[src/design/bba_pkg.sv]
// Shared types and constants for the bitmap block allocator.
// Depends on nothing; every other design file imports it.
package bba_pkg;

    localparam int MAX_BLOCKS = 4096;
    localparam int WORD_BITS  = 32;
    localparam int NWORDS     = MAX_BLOCKS / WORD_BITS;
    localparam int WADDR_W    = $clog2(NWORDS);
    localparam int BIT_W      = $clog2(WORD_BITS);
    localparam int BLK_W      = WADDR_W + BIT_W;
    localparam int CNT_W      = 13;

    localparam logic [CNT_W-1:0]     MAX_CNT   = CNT_W'(MAX_BLOCKS);
    localparam logic [CNT_W-1:0]     COUNT_MAX = {CNT_W{1'b1}};
    localparam logic [WORD_BITS-1:0] ONES      = {WORD_BITS{1'b1}};
    localparam logic [WORD_BITS-1:0] TOP_BIT   = {1'b1, {(WORD_BITS-1){1'b0}}};
    localparam logic [WADDR_W-1:0]   LAST_WORD = WADDR_W'(NWORDS - 1);

    // Register indexes on the configuration port
    localparam logic CFG_TOTAL    = 1'b0;
    localparam logic CFG_RESERVED = 1'b1;

    typedef enum logic [1:0] {
        CMD_ALLOC  = 2'd0,
        CMD_FREE   = 2'd1,
        CMD_TEST   = 2'd2,
        CMD_FORMAT = 2'd3
    } bba_op_t;

    typedef enum logic [1:0] {
        STAT_OK           = 2'd0,
        STAT_NO_FREE      = 2'd1,
        STAT_RANGE        = 2'd2,
        STAT_ALREADY_FREE = 2'd3
    } bba_status_t;

    typedef enum logic [2:0] {
        ST_IDLE,
        ST_SCAN,
        ST_FIND,
        ST_ALLOC_END,
        ST_BIT_RD,
        ST_BIT_END,
        ST_FORMAT,
        ST_DONE
    } bba_state_t;

    // Controller to datapath
    typedef struct packed {
        logic load;
        logic rd_en;
        logic rd_blk;
        logic find_load;
        logic alloc_commit;
        logic bit_commit;
        logic fmt_write;
        logic fmt_commit;
        logic out_load;
    } bba_cmd_t;

    // Datapath to controller
    typedef struct packed {
        logic free_zero;
        logic hit;
        logic last;
        logic fmt_last;
    } bba_stat_t;

endpackage

[src/design/bba_ctrl.sv]
// Sequencer of the bitmap block allocator: input/output handshake and command steps.
// Depends on bba_pkg.
module bba_ctrl
    import bba_pkg::*;
(
    input  logic       clk,
    input  logic       rst_n,
    input  logic       in_valid,
    input  logic [1:0] command,
    input  logic       out_stall,
    input  bba_stat_t  stat,
    output logic       in_stall,
    output logic       out_valid,
    output bba_cmd_t   cmd
);

    bba_state_t state_reg, state_next;
    logic       out_valid_reg, out_valid_next;
    bba_op_t    op;

    assign op = bba_op_t'(command);

    always_ff @(posedge clk or negedge rst_n)
    begin
        if (!rst_n)
        begin
            state_reg     <= ST_IDLE;
            out_valid_reg <= 1'b0;
        end
        else
        begin
            state_reg     <= state_next;
            out_valid_reg <= out_valid_next;
        end
    end

    // next state
    always_comb
    begin
        state_next = state_reg;
        case (state_reg)
            ST_IDLE:
            begin
                if (in_valid)
                begin
                    case (op)
                        CMD_ALLOC:  state_next = stat.free_zero ? ST_ALLOC_END : ST_SCAN;
                        CMD_FREE:   state_next = ST_BIT_RD;
                        CMD_TEST:   state_next = ST_BIT_RD;
                        CMD_FORMAT: state_next = ST_FORMAT;
                        default:    state_next = ST_IDLE;
                    endcase
                end
            end
            ST_SCAN:
            begin
                if (stat.hit)
                    state_next = ST_FIND;
                else if (stat.last)
                    state_next = ST_ALLOC_END;
            end
            ST_FIND:      state_next = ST_ALLOC_END;
            ST_ALLOC_END: state_next = ST_DONE;
            ST_BIT_RD:    state_next = ST_BIT_END;
            ST_BIT_END:   state_next = ST_DONE;
            ST_FORMAT:
            begin
                if (stat.fmt_last)
                    state_next = ST_DONE;
            end
            ST_DONE:
            begin
                if (!(out_valid_reg && out_stall))
                    state_next = ST_IDLE;
            end
            default:      state_next = ST_IDLE;
        endcase
    end

    // outputs
    always_comb
    begin
        cmd      = '0;
        in_stall = 1'b1;
        case (state_reg)
            ST_IDLE:
            begin
                in_stall = 1'b0;
                cmd.load = in_valid;
            end
            ST_SCAN:      cmd.rd_en = !stat.hit && !stat.last;
            ST_FIND:      cmd.find_load = 1'b1;
            ST_ALLOC_END: cmd.alloc_commit = 1'b1;
            ST_BIT_RD:
            begin
                cmd.rd_en  = 1'b1;
                cmd.rd_blk = 1'b1;
            end
            ST_BIT_END:   cmd.bit_commit = 1'b1;
            ST_FORMAT:
            begin
                cmd.fmt_write  = 1'b1;
                cmd.fmt_commit = stat.fmt_last;
            end
            ST_DONE:      cmd.out_load = !(out_valid_reg && out_stall);
            default:      cmd = '0;
        endcase
    end

    assign out_valid_next = cmd.out_load || (out_valid_reg && out_stall);
    assign out_valid      = out_valid_reg;

endmodule

[config.mk]
export PLATFORM = sky130hd
export DESIGN_NAME = bba_ctrl
export DESIGN_NICKNAME = d
export VERILOG_FILES = /design/src/design/bba_pkg.sv /design/src/design/bba_ctrl.sv
export SDC_FILE = /design/constraint.sdc
export NUM_CORES = 1
export LEC_CHECK = 0
export BUFFER_PORTS_ARGS = -buffer_cell sky130_fd_sc_hd__buf_4
export CORE_AREA = 2 2 39 41
export DETAILED_ROUTE_END_ITERATION = 10
export DIE_AREA = 0 0 41 43
export PLACE_DENSITY = 0.56
export SYNTH_ARGS = -nofsm -noshare
export SYNTH_HDL_FRONTEND = slang
export SYNTH_SLANG_ARGS = --single-unit
[constraint.sdc]
create_clock -name clk -period 1.4 [get_ports clk]
set_input_delay 0.28 -clock clk [delete_from_list [all_inputs] [get_ports clk]]
set_output_delay 0.28 -clock clk [all_outputs]
set_load 0.02 [all_outputs]
After elaboration in Yosys (flattened, before gate mapping)
Index checks and enable logic that the tools add are counted.
W data, S select, Z words.
{"block": "classes", "eq_ne": 14, "mux": 17, "n_reduce_logical": 11}
{"cell": "$pmux W3 S7", "count": 1}
{"cell": "$mux W3", "count": 5}
{"cell": "$eq A3 B3 Y1 const B", "count": 4}
{"cell": "$pmux W3 S3", "count": 1}
{"cell": "$mux W1", "count": 7}
{"cell": "$eq A3 B2 Y1 const B", "count": 2}
{"cell": "$ne A2 B2 Y1 const B", "count": 3}
{"cell": "$eq A2 B2 Y1 const B", "count": 2}
{"cell": "$mux W2", "count": 2}
{"cell": "$reduce_and A4 Y1", "count": 1}
{"cell": "$reduce_or A2 Y1", "count": 2}
{"cell": "$eq A3 B1 Y1 const B", "count": 1}
{"cell": "$logic_not A1 Y1", "count": 3}
{"cell": "$logic_not A3 Y1", "count": 1}
{"cell": "$ne A3 B3 Y1 const B", "count": 1}
{"cell": "$eq A2 B1 Y1 const B", "count": 1}
{"cell": "$logic_and A1 B1 Y1", "count": 2}
{"cell": "$logic_not A2 Y1", "count": 1}
{"cell": "$pmux W1 S2", "count": 1}
{"cell": "$logic_or A1 B1 Y1", "count": 1}
{"block": "word_totals", "out_inout_bits": 11, "reg_bits": 4}

Logic depth before layout (Yosys ltp)
{"block": "depth", "ltp_word": 5, "depth_mapped": 4}

Worst setup path after synthesis
No wires, ideal clock.
{"block": "synth_path", "path_kind": "register -> output", "startpoint": "reg state_reg[0]", "endpoint": "out cmd[1] in the netlist's numbering", "required_time_ps": 1120, "stages_incl_launch_ff": 4, "arrival_ps": 1151, "path_buffers": 1, "slack_ps": -31, "cell_sequence": "dfrtp_1 > buf_2 > nor2_1 > and2_1"}
{"element": "start: declaration", "line": "bba_ctrl.sv:17", "source": "bba_state_t state_reg, state_next;"}
{"element": "start signal: assignment", "line": "bba_ctrl.sv:32", "source": "state_reg <= state_next;"}
{"element": "end: declaration", "line": "bba_ctrl.sv:14", "source": "output bba_cmd_t cmd"}

==> flow_summary_export.csv <==
group,metric,value,unit
yosys,yosysWarnings,0,
timing,relSlewSlack,0.820,
clock_network,cts.sink_count,4,
yosys,avgSynthCellArea,9.17,sq um
floorplan,start_util,0.265,
worst_setup_path,cp-start-kind,"flip-flop",
timing,setup_viol,9,
final_layout,drive_gt1_frac,0.805,
timing,fin_crit,1.45,ns
final_layout,n_antenna_cell,0,
floorplan,design.core.area,0.00138,sq mm
global_route,grt_max_degree,10,
clock_network,clockBufferDepth,2,
final_layout,final_common_cell,"buf_4",
placed_design,hpwlAfterDp,782,microns
clock_network,clock_latency,0.24,ns
global_route,gr-total-overflow,0,
route,avgRoutedWirePerCell,13.5,microns
floorplan,die-area,0.00176,sq mm
timing,slew_violations,0,
clock_network,cts_made_buffers,3,
job,max_cap_violations,0,
timing,post-route-period-util,1.04,
route,drcViolationCount,0,
floorplan,io_pins,21,
placed_design,gp_congestion,0.710,
yosys,yosysTopAreaCellShare,0.273,
route,drtPass1Iterations,4,
yosys,synth_nets,50,
run_status,status,"finished with violations",
run_status,violations,"negative setup slack",
worst_setup_path,worstPathMaxFanout,7,
timing,setup_slack,-0.0526,ns
worst_setup_path,path_class,"flip-flop to output port",
timing,finClkSkew,0.00405,ns
clock_network,cts_tree,"built",
final_layout,fin_nets,89,
final_layout,final_cell_mix,"25 x buf_4, 11 x buf_6, 4 x nor2_1, 3 x clkbuf_4, 3 x dfrtp_2",
route,drtIter0Drc,4,
clock_network,clkTransAtPathRegs,0.04,ns
final_layout,num-fill-cells,138,
pwr,p_per_area,2220,mW/mm^2
min_path,min_path_type,"input port to flip-flop",
floorplan,die_y,43,microns
global_route,antenna_found_initial,0,
timing,rsz0062_at_grt,"true",
pwr,power,1.71,mW
yosys,yosys.area.top_type,"dfrtp_1",
yosys,ys_seq_area_frac,0.273,
route,totalWireLength,1250,microns
global_route,grt_pass1_wl,1760,microns
worst_setup_path,cp-end-kind,"output port",
yosys,synth_area,367,sq um
placed_design,port-buffer-count,20,
worst_setup_path,crit_path_start,"state_reg[1]",
timing,hold_viol,0,
yosys,synth_seq_cells,4,
final_layout,largest_reg_flops,3,
yosys,synth_cell_type_count,25,
route,antenna_left,0,
yosys,syn_inst,40,
route,vias,455,
route,viasPerCell,4.89,
final_layout,fin_util,0.554,
worst_setup_path,cp_data_required_time,1.12,ns
clock_network,h-tree-depth,1,
global_route,grt_usage,0.153,
floorplan,dieWidth,41,microns
floorplan,rows,14,
pwr,peakVddDrop,0.00106,V
final_layout,area_growth,109,%
min_path,hold_start,"out_stall",
clock_network,root_buffer,"clkbuf_4",
pwr,p_leak,0.370,nW
global_route,grt_pass1_vias,424,
timing,fmax,688,MHz
yosys,synth_area_leaders,"dfrtp_1 27%, nor4b_4 6.5%, buf_6 6.1%",
worst_setup_path,cp.arrival,1.17,ns
worst_setup_path,r2r-start,"state_reg[2]",
timing,worstMarginPinSlew,0.268,ns
-- metal layers --
layer | vias up | global-route usage | routed length (microns)
li1 | 220 | - | -
met1 | 214 | 0.161 | 469
met5 | - | 0 | 0
met4 | 0 | 0.120 | 35
met2 | 17 | 0.253 | 671
met3 | 4 | 0.0157 | 77
-- synthesized netlist by cell type --
cell type  count
buf_2          1
buf_6          2
nor3_1         1
nor2_1         6
a21oi_2        2
a21oi_1        2
and2_1         1
nand3b_1       1
or3_1          1
nor3_2         1
inv_2          1
nand2b_4       1
nand2b_1       1
nor4_2         1
o311a_1        1
nand3_1        1
nor3b_1        2
nand3_2        1
o221ai_2       1
nor4b_4        1
and3b_1        1
nand2_1        4
dfrtp_1        4
o21ai_0        1
o211a_1        1
-- path summary, 6_finish.rpt --
kind / end / slack [ns] / cells past startpoint
setup / recovery: cmd[8] / -0.05 / 3
hold / removal: out_valid / 0.33 / 3
setup reg to reg: state_reg[1] / 0.03 / 5
hold reg to reg: out_valid / 0.63 / 2
max in group asynchronous: state_reg[0] / 0.91 / 2
min in group asynchronous: state_reg[2] / 0.37 / 2
-- stage by stage --
| stage | hold slack (ns) | cells | setup WS [ns] | cell area, sq um | setup TNS, ns |
|---|---|---|---|---|---|
| after floorplan | -0.0156 | 40 | -0.00634 | 374 | -0.00634 |
| after global placement | 0.0793 | 79 | 0.0708 | 562 | 0 |
| after detailed placement | 0.0809 | 79 | 0.0838 | 562 | 0 |
| after CTS | 0.318 | 88 | -0.0686 | 681 | -0.395 |
| after global routing | 0.334 | 93 | -0.0961 | 767 | -0.753 |
| final | 0.330 | 93 | -0.0526 | 767 | -0.293 |
-- layout make-up --
type                    instances  area, sq um  share of cell area
clock buffers                   3         22.5              0.0294
flip-flops and latches          4          104               0.135
inverters                       1         3.75             0.00489
repair buffers                 37          322               0.419
well taps                      16         20.0              0.0261
multi-input cells              32          295               0.385
-- timing repair --
| action | CTS | global route |
|---|---|---|
| gates cloned | 0 | 0 |
| resized for setup | 14 | 15 |
| hold endpoints to repair | 4 | 0 |
| endpoints found under the setup margin | 9 | 9 |
| setup buffers | 5 | 5 |
| hold buffers | 1 | 0 |
| pin swaps | 2 | 3 |
-- power by group --
part           internal [mW]  switching [mW]  total, mW
registers              0.184           0.120      0.304
clock network         0.0965          0.0565      0.153
logic                  0.672           0.577       1.25
total                  0.952           0.753       1.71
-- worst max-delay path: stages (launching register included) --
cell,delay (ns)
dfrtp_2,0.47
buf_6,0.16
nor3_4,0.17
buf_6,0.14
-- logic make-up (layout without fill, tap and decap cells) --
family	Yosys count	count (layout)	share of synthesized area
flops	4	4	0.273
buf+inv	4	41	0.0853
compound gates	8	8	0.184
simple gates	24	24	0.457
Power figures use the tool's default switching activity.
